===== config.mk =====
export PLATFORM = sky130hd
export DESIGN_NAME = scalar_kalman_filter_top_flat
export DESIGN_NICKNAME = d
export VERILOG_FILES = /design/src/rtl/skf_pkg.sv /design/src/rtl/skf_if.sv /design/src/rtl/skf_cfg_regs.sv /design/src/rtl/skf_div.sv /design/src/rtl/skf_mac.sv /design/src/rtl/scalar_kalman_filter_top.sv /design/src/flat_wrapper.sv
export SDC_FILE = /design/constraint.sdc
export NUM_CORES = 1
export LEC_CHECK = 0
export BUFFER_PORTS_ARGS = -buffer_cell sky130_fd_sc_hd__buf_2
export CAP_MARGIN = 20
export CORE_ASPECT_RATIO = 1.1
export CORE_MARGIN = 2
export CORE_UTILIZATION = 64
export CTS_CLUSTER_SIZE = 8
export DETAILED_ROUTE_END_ITERATION = 12
export GPL_TIMING_DRIVEN = 1
export PLACE_DENSITY = 0.82
export SYNTH_ARGS = -nofsm -noshare
export SYNTH_HDL_FRONTEND = slang
export SYNTH_HIERARCHICAL = 1
export SYNTH_SLANG_ARGS = --single-unit

===== constraint.sdc =====
create_clock -name clk -period 7.9 [get_ports clk]
set_input_delay 2.37 -clock clk [delete_from_list [all_inputs] [get_ports clk]]
set_output_delay 2.37 -clock clk [all_outputs]
set_load 0.02 [all_outputs]

===== src/rtl/skf_pkg.sv =====
package skf_pkg;

  localparam int VAL_W     = 32;
  localparam int DEN_W     = 33;
  localparam int CFG_IDX_W = 1;

  localparam logic [VAL_W-1:0] PROC_NOISE_RESET = 32'd655;
  localparam logic [VAL_W-1:0] MEAS_NOISE_RESET = 32'd65536;

  typedef enum logic [CFG_IDX_W-1:0] {
    CFG_PROCESS_NOISE     = 1'b0,
    CFG_MEASUREMENT_NOISE = 1'b1
  } skf_cfg_idx_t;

  typedef enum logic [2:0] {
    ST_IDLE,
    ST_PRED,
    ST_SETUP,
    ST_DIV,
    ST_UPDATE
  } skf_state_t;

  typedef struct packed {
    logic load;
    logic run;
  } skf_ser_ctl_t;

endpackage


===== src/rtl/skf_if.sv =====
interface skf_meas_if #(parameter int W = 16);
  logic                valid;
  logic                ready;
  logic signed [W-1:0] measurement;

  modport source (output valid, output measurement, input ready);
  modport sink   (input valid, input measurement, output ready);
endinterface

interface skf_est_if;
  logic                               valid;
  logic                               ready;
  logic signed [skf_pkg::VAL_W-1:0]   estimate;

  modport source (output valid, output estimate, input ready);
  modport sink   (input valid, input estimate, output ready);
endinterface

interface skf_cfg_if;
  logic                             valid;
  logic                             ready;
  logic [skf_pkg::CFG_IDX_W-1:0]    index;
  logic [skf_pkg::VAL_W-1:0]        data;

  modport source (output valid, output index, output data, input ready);
  modport sink   (input valid, input index, input data, output ready);
endinterface


===== src/rtl/skf_cfg_regs.sv =====
module skf_cfg_regs (
  input  logic                        clk,
  input  logic                        rst_n,
  skf_cfg_if.sink                     cfg_ch,
  output logic [skf_pkg::VAL_W-1:0]   proc_noise,
  output logic [skf_pkg::VAL_W-1:0]   meas_noise
);

  logic [skf_pkg::VAL_W-1:0] proc_noise_r, proc_noise_nxt;
  logic [skf_pkg::VAL_W-1:0] meas_noise_r, meas_noise_nxt;
  logic                      wr_beat;

  assign cfg_ch.ready = 1'b1;
  assign wr_beat      = cfg_ch.valid & cfg_ch.ready;

  always_comb begin
    proc_noise_nxt = proc_noise_r;
    meas_noise_nxt = meas_noise_r;
    if (wr_beat) begin
      case (skf_pkg::skf_cfg_idx_t'(cfg_ch.index))
        skf_pkg::CFG_PROCESS_NOISE:     proc_noise_nxt = cfg_ch.data;
        skf_pkg::CFG_MEASUREMENT_NOISE: meas_noise_nxt = cfg_ch.data;
        default: ;
      endcase
    end
  end

  always_ff @(posedge clk) begin
    if (!rst_n) begin
      proc_noise_r <= skf_pkg::PROC_NOISE_RESET;
      meas_noise_r <= skf_pkg::MEAS_NOISE_RESET;
    end else begin
      proc_noise_r <= proc_noise_nxt;
      meas_noise_r <= meas_noise_nxt;
    end
  end

  assign proc_noise = proc_noise_r;
  assign meas_noise = meas_noise_r;

endmodule


===== src/rtl/skf_div.sv =====
module skf_div (
  input  logic                          clk,
  input  skf_pkg::skf_ser_ctl_t         ctl,
  input  logic [skf_pkg::VAL_W-1:0]     p_mid,
  input  logic [skf_pkg::DEN_W-1:0]     den,
  output logic                          q_bit
);

  localparam int DW = skf_pkg::DEN_W;

  logic [DW:0]   rem_r, rem_nxt;
  logic [DW-1:0] den_r;
  logic          nz_r;
  logic          q_r, q_nxt;
  logic [DW+1:0] sub;
  logic          ge;
  logic [DW-1:0] rem_keep;

  // restoring division, one quotient bit per cycle, MSB first
  always_comb begin
    sub      = {1'b0, rem_r} - {2'b00, den_r};
    ge       = ~sub[DW+1];
    rem_keep = ge ? sub[DW-1:0] : rem_r[DW-1:0];
    rem_nxt  = rem_r;
    q_nxt    = q_r;
    if (ctl.load) begin
      rem_nxt = {2'b00, p_mid};
    end else if (ctl.run) begin
      rem_nxt = {rem_keep, 1'b0};
      q_nxt   = ge & nz_r;
    end
  end

  always_ff @(posedge clk) begin
    rem_r <= rem_nxt;
    q_r   <= q_nxt;
    if (ctl.load) begin
      den_r <= den;
      nz_r  <= (den != '0);
    end
  end

  assign q_bit = q_r;

endmodule


===== src/rtl/skf_mac.sv =====
module skf_mac #(
  parameter int FRAC_BITS = 16
) (
  input  logic                                clk,
  input  skf_pkg::skf_ser_ctl_t               ctl,
  input  logic                                gain_bit,
  input  logic signed [skf_pkg::DEN_W-1:0]    diff,
  input  logic [skf_pkg::VAL_W-1:0]           p_mid,
  output logic signed [skf_pkg::DEN_W-1:0]    delta,
  output logic [skf_pkg::VAL_W-1:0]           cov_new
);

  localparam int DW      = skf_pkg::DEN_W;
  localparam int VW      = skf_pkg::VAL_W;
  localparam int ACC_E_W = FRAC_BITS + DW + 1;
  localparam int ACC_P_W = FRAC_BITS + VW + 1;

  logic signed [ACC_E_W-1:0] acc_e_r, acc_e_nxt;
  logic [ACC_P_W-1:0]        acc_p_r, acc_p_nxt;
  logic signed [ACC_E_W-1:0] diff_ext;
  logic [ACC_P_W-1:0]        pmid_ext;
  logic [ACC_P_W-1:0]        cov_full;

  // gain bits arrive MSB first: acc = 2*acc + bit*operand
  always_comb begin
    diff_ext  = {{(ACC_E_W-DW){diff[DW-1]}}, diff};
    pmid_ext  = {{(ACC_P_W-VW){1'b0}}, p_mid};
    acc_e_nxt = acc_e_r;
    acc_p_nxt = acc_p_r;
    if (ctl.load) begin
      acc_e_nxt = '0;
      acc_p_nxt = '0;
    end else if (ctl.run) begin
      acc_e_nxt = (acc_e_r <<< 1) + (gain_bit ? diff_ext : '0);
      acc_p_nxt = (acc_p_r << 1) + (gain_bit ? pmid_ext : '0);
    end
  end

  always_ff @(posedge clk) begin
    acc_e_r <= acc_e_nxt;
    acc_p_r <= acc_p_nxt;
  end

  // (1 - g) * p = p * 2^F - g * p
  always_comb begin
    cov_full = {1'b0, p_mid, {FRAC_BITS{1'b0}}} - acc_p_r;
    cov_new  = cov_full[FRAC_BITS +: VW];
    delta    = acc_e_r[FRAC_BITS +: DW];
  end

endmodule


===== src/rtl/scalar_kalman_filter_top.sv =====
// One-dimensional Kalman filter, constant-state model. Each measurement beat
// yields one estimate beat (signed Q16.16 with the default FRAC_BITS). A sample
// passes through the idle state, in which the beat is taken, a prediction and a
// setup state, a division state in which a restoring divider forms one gain bit
// per cycle while two shift-add multipliers consume each bit in the cycle after
// it is formed, and an update state. The update state stretches while the
// previous estimate still waits in the output register. The next sample is
// taken once the update is done; the result sits in an output register until
// the sink takes it.
// Configuration writes (index 0 process noise, 1 measurement noise) are
// accepted at any time and should be made while no sample is in flight.
module scalar_kalman_filter_top #(
  parameter int SAMPLE_WIDTH = 16,
  parameter int FRAC_BITS    = 16
) (
  input  logic        clk,
  input  logic        rst_n,
  skf_meas_if.sink    in_ch,
  skf_est_if.source   out_ch,
  skf_cfg_if.sink     cfg_ch
);

  localparam int VW       = skf_pkg::VAL_W;
  localparam int DW       = skf_pkg::DEN_W;
  localparam int MQ_W     = SAMPLE_WIDTH + FRAC_BITS;
  localparam int EXT_W    = ((MQ_W > VW) ? MQ_W : VW) + 1;
  localparam int CNT_W    = $clog2(FRAC_BITS + 2);
  localparam logic [CNT_W-1:0] CNT_LAST = CNT_W'(FRAC_BITS + 1);
  localparam logic [CNT_W-1:0] CNT_DIV  = CNT_W'(FRAC_BITS);
  localparam logic [VW-1:0]    COV_RESET = VW'(64'd1 << FRAC_BITS);
  localparam logic signed [EXT_W-1:0] MQ_MAX = {{(EXT_W-VW){1'b0}}, 32'h7FFF_FFFF};
  localparam logic signed [EXT_W-1:0] MQ_MIN = {{(EXT_W-VW){1'b1}}, 32'h8000_0000};

  skf_pkg::skf_state_t state_r, state_nxt;

  logic signed [SAMPLE_WIDTH-1:0] meas_r;
  logic signed [VW-1:0]           est_r, est_nxt;
  logic [VW-1:0]                  cov_r;
  logic [VW-1:0]                  pmid_r, pmid_nxt;
  logic signed [DW-1:0]           diff_r, diff_nxt;
  logic [CNT_W-1:0]               cnt_r;
  logic                           out_valid_r, out_valid_nxt;
  logic signed [VW-1:0]           out_est_r;

  logic [VW-1:0]             proc_noise, meas_noise;
  logic [DW-1:0]             pmid_sum;
  logic [DW-1:0]             den;
  logic signed [EXT_W-1:0]   mq_ext;
  logic signed [EXT_W-1:0]   mq_shift;
  logic [VW-1:0]             mq;
  logic                      in_beat;
  logic                      upd_go;
  logic                      q_bit;
  logic signed [DW-1:0]      delta;
  logic [VW-1:0]             cov_new;
  skf_pkg::skf_ser_ctl_t     div_ctl, mac_ctl;

  skf_cfg_regs u_cfg (
    .clk        (clk),
    .rst_n      (rst_n),
    .cfg_ch     (cfg_ch),
    .proc_noise (proc_noise),
    .meas_noise (meas_noise)
  );

  skf_div u_div (
    .clk   (clk),
    .ctl   (div_ctl),
    .p_mid (pmid_r),
    .den   (den),
    .q_bit (q_bit)
  );

  skf_mac #(.FRAC_BITS(FRAC_BITS)) u_mac (
    .clk      (clk),
    .ctl      (mac_ctl),
    .gain_bit (q_bit),
    .diff     (diff_r),
    .p_mid    (pmid_r),
    .delta    (delta),
    .cov_new  (cov_new)
  );

  // predict: saturated covariance, clamped scaled sample, innovation
  always_comb begin
    pmid_sum = {1'b0, cov_r} + {1'b0, proc_noise};
    pmid_nxt = pmid_sum[VW] ? '1 : pmid_sum[VW-1:0];
    mq_ext   = {{(EXT_W-SAMPLE_WIDTH){meas_r[SAMPLE_WIDTH-1]}}, meas_r};
    mq_shift = mq_ext <<< FRAC_BITS;
    if (mq_shift > MQ_MAX) begin
      mq = 32'h7FFF_FFFF;
    end else if (mq_shift < MQ_MIN) begin
      mq = 32'h8000_0000;
    end else begin
      mq = mq_shift[VW-1:0];
    end
    diff_nxt = $signed({mq[VW-1], mq}) - $signed({est_r[VW-1], est_r});
    den      = {1'b0, pmid_r} + {1'b0, meas_noise};
    est_nxt  = est_r + $signed(delta[VW-1:0]);
  end

  always_comb begin
    state_nxt = state_r;
    case (state_r)
      skf_pkg::ST_IDLE:   if (in_ch.valid) state_nxt = skf_pkg::ST_PRED;
      skf_pkg::ST_PRED:   state_nxt = skf_pkg::ST_SETUP;
      skf_pkg::ST_SETUP:  state_nxt = skf_pkg::ST_DIV;
      skf_pkg::ST_DIV:    if (cnt_r == CNT_LAST) state_nxt = skf_pkg::ST_UPDATE;
      skf_pkg::ST_UPDATE: if (upd_go) state_nxt = skf_pkg::ST_IDLE;
      default:            state_nxt = skf_pkg::ST_IDLE;
    endcase
  end

  always_comb begin
    in_ch.ready  = 1'b0;
    div_ctl      = '0;
    mac_ctl      = '0;
    upd_go       = 1'b0;
    case (state_r)
      skf_pkg::ST_IDLE:   in_ch.ready = 1'b1;
      skf_pkg::ST_SETUP: begin
        div_ctl.load = 1'b1;
        mac_ctl.load = 1'b1;
      end
      skf_pkg::ST_DIV: begin
        div_ctl.run = (cnt_r <= CNT_DIV);
        mac_ctl.run = (cnt_r != '0);
      end
      skf_pkg::ST_UPDATE: upd_go = ~out_valid_r | out_ch.ready;
      default: ;
    endcase
  end

  assign in_beat       = in_ch.valid & in_ch.ready;
  assign out_valid_nxt = upd_go ? 1'b1 : (out_ch.ready ? 1'b0 : out_valid_r);

  always_ff @(posedge clk) begin
    if (!rst_n) begin
      state_r     <= skf_pkg::ST_IDLE;
      est_r       <= '0;
      cov_r       <= COV_RESET;
      out_valid_r <= 1'b0;
      cnt_r       <= '0;
    end else begin
      state_r     <= state_nxt;
      out_valid_r <= out_valid_nxt;
      if (state_r == skf_pkg::ST_SETUP) begin
        cnt_r <= '0;
      end else if (state_r == skf_pkg::ST_DIV) begin
        cnt_r <= cnt_r + 1'b1;
      end
      if (upd_go) begin
        est_r <= est_nxt;
        cov_r <= cov_new;
      end
    end
  end

  always_ff @(posedge clk) begin
    if (in_beat) meas_r <= in_ch.measurement;
    if (state_r == skf_pkg::ST_PRED) begin
      pmid_r <= pmid_nxt;
      diff_r <= diff_nxt;
    end
    if (upd_go) out_est_r <= est_nxt;
  end

  assign out_ch.valid    = out_valid_r;
  assign out_ch.estimate = out_est_r;

  a_out_from_update: assert property (@(posedge clk) disable iff (!rst_n)
    $rose(out_valid_r) |-> $past(state_r) == skf_pkg::ST_UPDATE)
    else $error("result beat raised outside update");

  a_accept_starts: assert property (@(posedge clk) disable iff (!rst_n)
    in_beat |=> state_r == skf_pkg::ST_PRED)
    else $error("accepted beat did not start prediction");

  a_div_length: assert property (@(posedge clk) disable iff (!rst_n)
    (state_r == skf_pkg::ST_DIV && cnt_r == CNT_LAST) |=> state_r == skf_pkg::ST_UPDATE)
    else $error("gain iteration overran");

  a_cov_shrinks: assert property (@(posedge clk) disable iff (!rst_n)
    upd_go |=> cov_r <= $past(pmid_r))
    else $error("updated covariance above prediction");

endmodule


===== src/flat_wrapper.sv =====
// flat-port wrapper written by rule: the top's interface ports become plain ports
module scalar_kalman_filter_top_flat 
#(
  parameter int SAMPLE_WIDTH = 16,
  parameter int FRAC_BITS    = 16
)
  (clk, rst_n, in_ch_valid, in_ch_measurement, in_ch_ready, out_ch_valid, out_ch_estimate, out_ch_ready, cfg_ch_valid, cfg_ch_index, cfg_ch_data, cfg_ch_ready);
  skf_meas_if #(.W((16))) in_ch_i ();
  skf_est_if out_ch_i ();
  skf_cfg_if cfg_ch_i ();
  input  logic clk;
  input  logic rst_n;
  input wire logic [$bits(in_ch_i.valid)-1:0] in_ch_valid;
  input wire logic [$bits(in_ch_i.measurement)-1:0] in_ch_measurement;
  output wire logic [$bits(in_ch_i.ready)-1:0] in_ch_ready;
  output wire logic [$bits(out_ch_i.valid)-1:0] out_ch_valid;
  output wire logic [$bits(out_ch_i.estimate)-1:0] out_ch_estimate;
  input wire logic [$bits(out_ch_i.ready)-1:0] out_ch_ready;
  input wire logic [$bits(cfg_ch_i.valid)-1:0] cfg_ch_valid;
  input wire logic [$bits(cfg_ch_i.index)-1:0] cfg_ch_index;
  input wire logic [$bits(cfg_ch_i.data)-1:0] cfg_ch_data;
  output wire logic [$bits(cfg_ch_i.ready)-1:0] cfg_ch_ready;
  assign in_ch_i.valid = in_ch_valid;
  assign in_ch_i.measurement = in_ch_measurement;
  assign in_ch_ready = in_ch_i.ready;
  assign out_ch_valid = out_ch_i.valid;
  assign out_ch_estimate = out_ch_i.estimate;
  assign out_ch_i.ready = out_ch_ready;
  assign cfg_ch_i.valid = cfg_ch_valid;
  assign cfg_ch_i.index = cfg_ch_index;
  assign cfg_ch_i.data = cfg_ch_data;
  assign cfg_ch_ready = cfg_ch_i.ready;
  scalar_kalman_filter_top #(.SAMPLE_WIDTH(SAMPLE_WIDTH), .FRAC_BITS(FRAC_BITS)) u_core (.clk(clk), .rst_n(rst_n), .in_ch(in_ch_i), .out_ch(out_ch_i), .cfg_ch(cfg_ch_i));
endmodule

==> results of run 1 <==
[sequential cells by signal, summed over array words and instances, names as in the netlist]
signal and count:
u_core/cnt_r 5, u_core/cov_r 32, u_core/diff_r 33, u_core/est_r 32, u_core/meas_r 16, u_core/out_ch.estimate 32
u_core/out_ch.valid 1, u_core/pmid_r 32, u_core/state_r 3, u_core/u_cfg/meas_noise 32, u_core/u_cfg/proc_noise 32, u_core/u_div/den_r 33
u_core/u_div/nz_r 1, u_core/u_div/q_bit 1, u_core/u_div/rem_r 34, u_core/u_mac/acc_e_r 48, u_core/u_mac/acc_p_r 48
[power by group through the flow]
stage               clock network [µW]  logic [µW]  registers, µW
finish                            2330        1160           2490
CTS                               2370        1140           2490
global placement                     0        1090           2520
detailed placement                   0        1130           2530
global route                      2450        1280           2500
floorplan                            0         925           2470
[tightest hold or removal path, stage by stage (launching register included)]
cell,delay (ns)
dfxtp_1,0.31
nand2_1,0.05
mux2i_1,0.05
[worst paths after layout]
path	depth (start not counted)	endpoint	startpoint	slack, ns
worst min-delay path	2	u_core/u_cfg/meas_noise[6]$_SDFFE_PN0P_	u_core/u_cfg/meas_noise[6]$_SDFFE_PN0P_	0.46
worst min register to register	2	u_core/u_cfg/meas_noise[6]$_SDFFE_PN0P_	u_core/u_cfg/meas_noise[6]$_SDFFE_PN0P_	0.46
worst max-delay path	7	u_core/est_r[26]$_SDFFE_PN0P_	out_ch_ready	3.20
worst max register to register	14	u_core/u_div/nz_r$_DFFE_PP_	u_core/pmid_r[0]$_SDFFCE_PP1P_	3.44
[layer usage]
metal / track usage [%] / share of wire, % / up-vias
met5: 0 / 0.053 / -
met4: 12.66 / 3.9 / 6
met3: 5.477 / 7.8 / 245
met2: 51.76 / 45 / 1076
met1: 44.05 / 44 / 12260
li1: - / - / 12370
[through the flow]
step | util [%] | total power [µW]
after global placement | 65.85 | 3614
after global routing | 69.62 | 6222
final | 69.62 | 5985
after CTS | 69.53 | 5993
after floorplan | - | 3395
after detailed placement | 65.85 | 3654
[final cells by class]
class | count | area (µm²)
timing repair buffer | 104 | 603.1
clock inverter | 4 | 62.56
fill | 3542 | 13870
tap | 588 | 735.7
multi-input combinational | 2672 | 18020
inverter | 168 | 631.9
clock buffer | 100 | 1619
sequential | 415 | 10110
==> impl_results.md, run 1 <==
* Least-Margin Pin Slew at 1.028 ns
* Max-slew violations at 0
* Layout area overhead at 7.055%
* Clock network power share at 39.0%
* Max VDD drop at 0.1701 mV
* Placer Congestion at approximately 0.94
* Outcome: finished clean
* Root Driver: clkbuf_16
* DR DRC count at 0
* Sw Share at 29.64%
* TNS Setup at 0 ns
* Rows at 82
* Initial Util at 65.03%
* Ys Warns at 6
* First-pass GRT wire length at 127.0 mm
* Crit path cell chain: buf_2, nand2b_1, nand3_2, buf_4, clkinv_2, buf_4, a31o_2
* Die Span Y at 229.9 µm
* Critical path type: input port to flip-flop
* Cell internal pwr at between 4000 and 5000 µW
* Clk sinks at 415
* Max Clk Rate at roughly 210 MHz
* Layout cell share with drive strength beyond 1 at approximately 7.0%
* Logic gate share of total power at 19.4%
* Clock buffer depth at 3
* Commonest non-fill, non-tap cell in the layout: nand2_1
* Netlist Area Pre-Place at around 30000 µm²
* Setup crit end kind: flip-flop
* Final setup vio count at 0
* Vias in the first global route at 24860
* Antenna Nets Post-Route at 0
* Syn nets at 3739
* Leakage at ~0.013 µW
* Crit-path max cell delay at 1.00 ns
* Setup Buffers After CTS at 0
* Number of diodes at 0
* Area post-placement at 30060 µm²
* Largest net degree at the start of global routing at 120
* Worst Skew at 0.02445 ns
* Die area at approximately 48000 µm²
* Crit path DAT at 5.21 ns
* WP buf/inv at 4
* Final #Nets at 3720
* Most frequent cells in the layout: nand2_1 (403), a21oi_1 (295), nor2_1 (268)
* Core area at 45660 µm²
* Min-delay worst type: flip-flop to flip-flop
* CTS resizes at 0
* Wirelength per Cell at slightly below 20 µm
* First-iteration detailed-routing DRC count at ~2400
* Initial antenna violation count at 4
* Post-placement cell count at 3945
* Final std cells w/o fill at approximately 4100
* Sw Pwr at 1774 µW
* Final min period at around 4.7 ns
* Seq pwr share at 41.6%
* Worst setup SP type: input port
* Global route overflow at 0
* Max Cap Viol at 0
* Crit-path max FO at 72
* CTS tree: done
* Crit path max-delay cell type: clkinv_2
* Post-Place Worst Slack at 2.598 ns
* Final worst path period share at 59.49%
* Worst rel slew slack at about a third
* Tot GR Track Use at 32.43%
* Final worst slack at 3.201 ns
* Top delay family on crit path: buffers and inverters
* H-tree level count at 2
* TritonCTS Buffers at 58
* Post-DP HPWL at roughly 58 mm
* Latest clock arrival within the worst-skew pair at 0.63 ns
* Vias/cell at 6.406
* Ports at between 80 and 90
* Post-CTS Hold Buffers at 0
* Die width at 209.4 µm
* Synth Instances at 3438
* Finished Cell Area at approximately 32000 µm²
* Required @ worst endpoint at roughly 8.4 ns
* Routed WL at about 79 mm
* RSZ-0062 raised after global routing: false
* Clk slew on worst S/H paths at 0.05 ns
* Final hold violations at 0
* Port bufs at 87
* Pwr per Cell Area at approximately 190 nW/µm²
* Vias at 25950
* Crit path top cell by count: buf_4
* Worst-case hold slack at 0.4615 ns
* Avg Cell Area, Syn at 8.636 µm²
* TritonRoute pass-1 iters at 6
No activity file was read; power rests on OpenSTA's default activity.
==> inputs of run 2 (changes only) <==
Clock period 7.9 ns to 4.8 ns, I/O delays scaled along.
==> run 2 against run 1 <==
Sequential power grew 64%. Worst hold slack lost 0.0016 ns. Flip-flop and latch count is the same. Via count is the same. Combinational power grew 69%. Cell count grew 0.27%. Cell area grew 0.39%. Count of clock-buffer cells in the layout grew 4. Clock skew shrank 0.0070 ns. Core utilization grew 0.27 points. Critical path type is now flip-flop to flip-flop. Critical endpoint is now u_core/u_mac/acc_p_r[45]$_SDFFE_PP0P_. Largest cell class unchanged. Largest power group unchanged.
==> impl_results.md, run 2 (synthesis gave the netlist of run 1 again) <==
* Outcome: finished clean
* Max-slew violations at 0
* Layout cell share with drive strength beyond 1 at 7.233%
* Required @ worst endpoint at ~5.3 ns
* Worst setup SP type: flip-flop
* Die Span Y at roughly 230 µm
* FF-to-FF path depth at 13
* Final std cells w/o fill at 4062
* Pwr per Cell Area at 312.3 nW/µm²
* Final setup vio count at 0
* Max Clk Rate at ~240 MHz
* Max VDD drop at 0.2907 mV
* Most frequent cells in the layout: nand2_1 (403), a21oi_1 (295), nor2_1 (268)
* Worst Skew at 0.01749 ns
* Placer Congestion at roughly 0.96
* Worst-case hold slack at 0.4599 ns
* Antenna Nets Post-Route at 0
* Die area at slightly below 50000 µm²
* Worst reg2reg endpoint: u_core/u_mac/acc_p_r[45]$_SDFFE_PP0P_
* Max Cap Viol at 0
* Crit-path max FO at 46
* FILL cells at 3648
* TNS Setup at 0 ns
* Layout area overhead at 7.472%
* Post-DP HPWL at 62.90 mm
* Vias in the first global route at 24800
* Post-Place Worst Slack at 0.7747 ns
* WP buf/inv at 1
* DR DRC count at 0
* Final #Nets at ~3700
* WHS Path Cells at 2
* Clock buffer depth at 3
* Latest clock arrival within the worst-skew pair at 0.62 ns
* Final worst slack at 0.6552 ns
* First-iteration detailed-routing DRC count at 2571
* Final worst path period share at between 80 and 90%
* Core area at 45660 µm²
* Met3 routed WL at roughly 5.8 mm
* CTS tree: done
* Worst rel slew slack at 38.65%
* Routed WL at 83.35 mm
* Min-delay src: u_core/u_cfg/meas_noise[0]$_SDFFE_PN0P_
* CTS resizes at 0
* Tot GR Track Use at 34.02%
* Least-Margin Pin Slew at slightly above 0.9 ns
* Worst-case hold path end point: u_core/u_cfg/meas_noise[0]$_SDFFE_PN0P_
* Root Driver: clkbuf_16
* Port bufs at 87
* Rows at 82
* Initial Util at 65.03%
* DRT met1 WL at 36.47 mm
* Wirelength per Cell at 20.52 µm
* Crit path DAT at 4.66 ns
* Die width at between 200 and 250 µm
* Min-delay worst type: flip-flop to flip-flop
* Setup Buffers After CTS at 0
* RSZ-0062 raised after global routing: false
* DR top layer: met5
* R2r setup slk at approximately 0.66 ns
* First-pass GRT wire length at 131.6 mm
* Global route overflow at 0
* Biggest regs: u_core/u_mac/acc_e_r (48), u_core/u_mac/acc_p_r (48), u_core/u_div/rem_r (34)
* Post-CTS Hold Buffers at 0
* Vias/cell at around 6.4
* Post-placement cell count at 3951
* Clk sinks at 415
* Crit path max-delay cell type: o21bai_1
* H-tree level count at 2
* Top delay family on crit path: compound AO/OA/AOI/OAI gates
* Final hold violations at 0
* Critical path type: flip-flop to flip-flop
* Final min period at 4.145 ns
* Crit path cell chain: buf_4, nand2_1, fa_1, nor2b_1, o21ai_0, a21oi_1, o21ai_0, o211ai_1, a311oi_1, o21bai_1, nand2_1, or3_1, a311oi_1
* Ports at 89
* Crit-path max cell delay at roughly 0.53 ns
* Power, Total at 9965 µW
* Largest net degree at the start of global routing at ~80
* Setup crit end kind: flip-flop
* RR Startpoint: u_core/u_div/q_bit$_DFFE_PP_
* Leakage at 0.01311 µW
* Commonest non-fill, non-tap cell in the layout: nand2_1
* TritonCTS Buffers at 58
* Clk slew on worst S/H paths at 0.05 ns
* Initial antenna violation count at 6
* Vias at 25950
* Met2 Routed Length at roughly 38 mm
* TritonRoute pass-1 iters at 5
-- run 2: changes by cell type in the layout (fill, tap and decap cells not counted), sizes merged --
cell / before / now
buf: 104 / 110
clkbuf: 100 / 104
diode: 0 / 4
inv: 170 / 167
-- run 2: worst max-delay path by stage --
stage	start	endpoint	slack [ns]	cells after the start
2_1_floorplan	u_core/state_r[2]$_SDFFE_PN0P_	u_core/u_div/rem_r[0]$_SDFFCE_PN0P_	0.80	7
3_3_place_gp	u_core/pmid_r[0]$_SDFFCE_PP1P_	u_core/u_div/nz_r$_DFFE_PP_	0.80	14
3_5_place_dp	u_core/pmid_r[0]$_SDFFCE_PP1P_	u_core/u_div/nz_r$_DFFE_PP_	0.77	14
4_1_cts	u_core/u_div/q_bit$_DFFE_PP_	u_core/u_mac/acc_p_r[45]$_SDFFE_PP0P_	0.73	13
5_1_grt	u_core/u_div/q_bit$_DFFE_PP_	u_core/u_mac/acc_p_r[45]$_SDFFE_PP0P_	0.29	13
6_report	u_core/u_div/q_bit$_DFFE_PP_	u_core/u_mac/acc_p_r[45]$_SDFFE_PP0P_	0.66	13
-- run 2: stage by stage --
step           util [%]  instance area [µm²]
6_report          69.89                31910
2_1_floorplan         -                29690
5_1_grt           69.87                31900
3_3_place_gp      65.99                30130
4_1_cts           69.76                31850
3_5_place_dp      65.99                30130
-- run 2: tightest hold or removal path: stages (launching register included) --
cell	delay (ns)
dfxtp_1	0.31
nand2_1	0.05
o21ai_1	0.05
-- run 2: where the power goes --
| part | switching (µW) | internal [µW] |
|---|---|---|
| Combinational | 1210 | 751 |
| Clock | 1530 | 2380 |
| Sequential | 171 | 3920 |
| Total | 2920 | 7050 |
-- run 2: layout make-up --
type	instances	area, µm²	area share, %
inverters	168	631.9	1.980
well taps	588	735.7	2.306
repair buffers	110	668.1	2.094
clock buffers	104	1719	5.388
diodes	4	10.01	0.03137
clock inverters	1	5.005	0.01569
multi-input cells	2672	18030	56.50
flip-flops and latches	415	10110	31.68
-- run 2: metal layers --
metal	global-route usage (%)	vias up
met5	0	-
met3	4.876	205
li1	-	12420
met4	12.92	2
met1	46.31	12390
met2	54.97	932
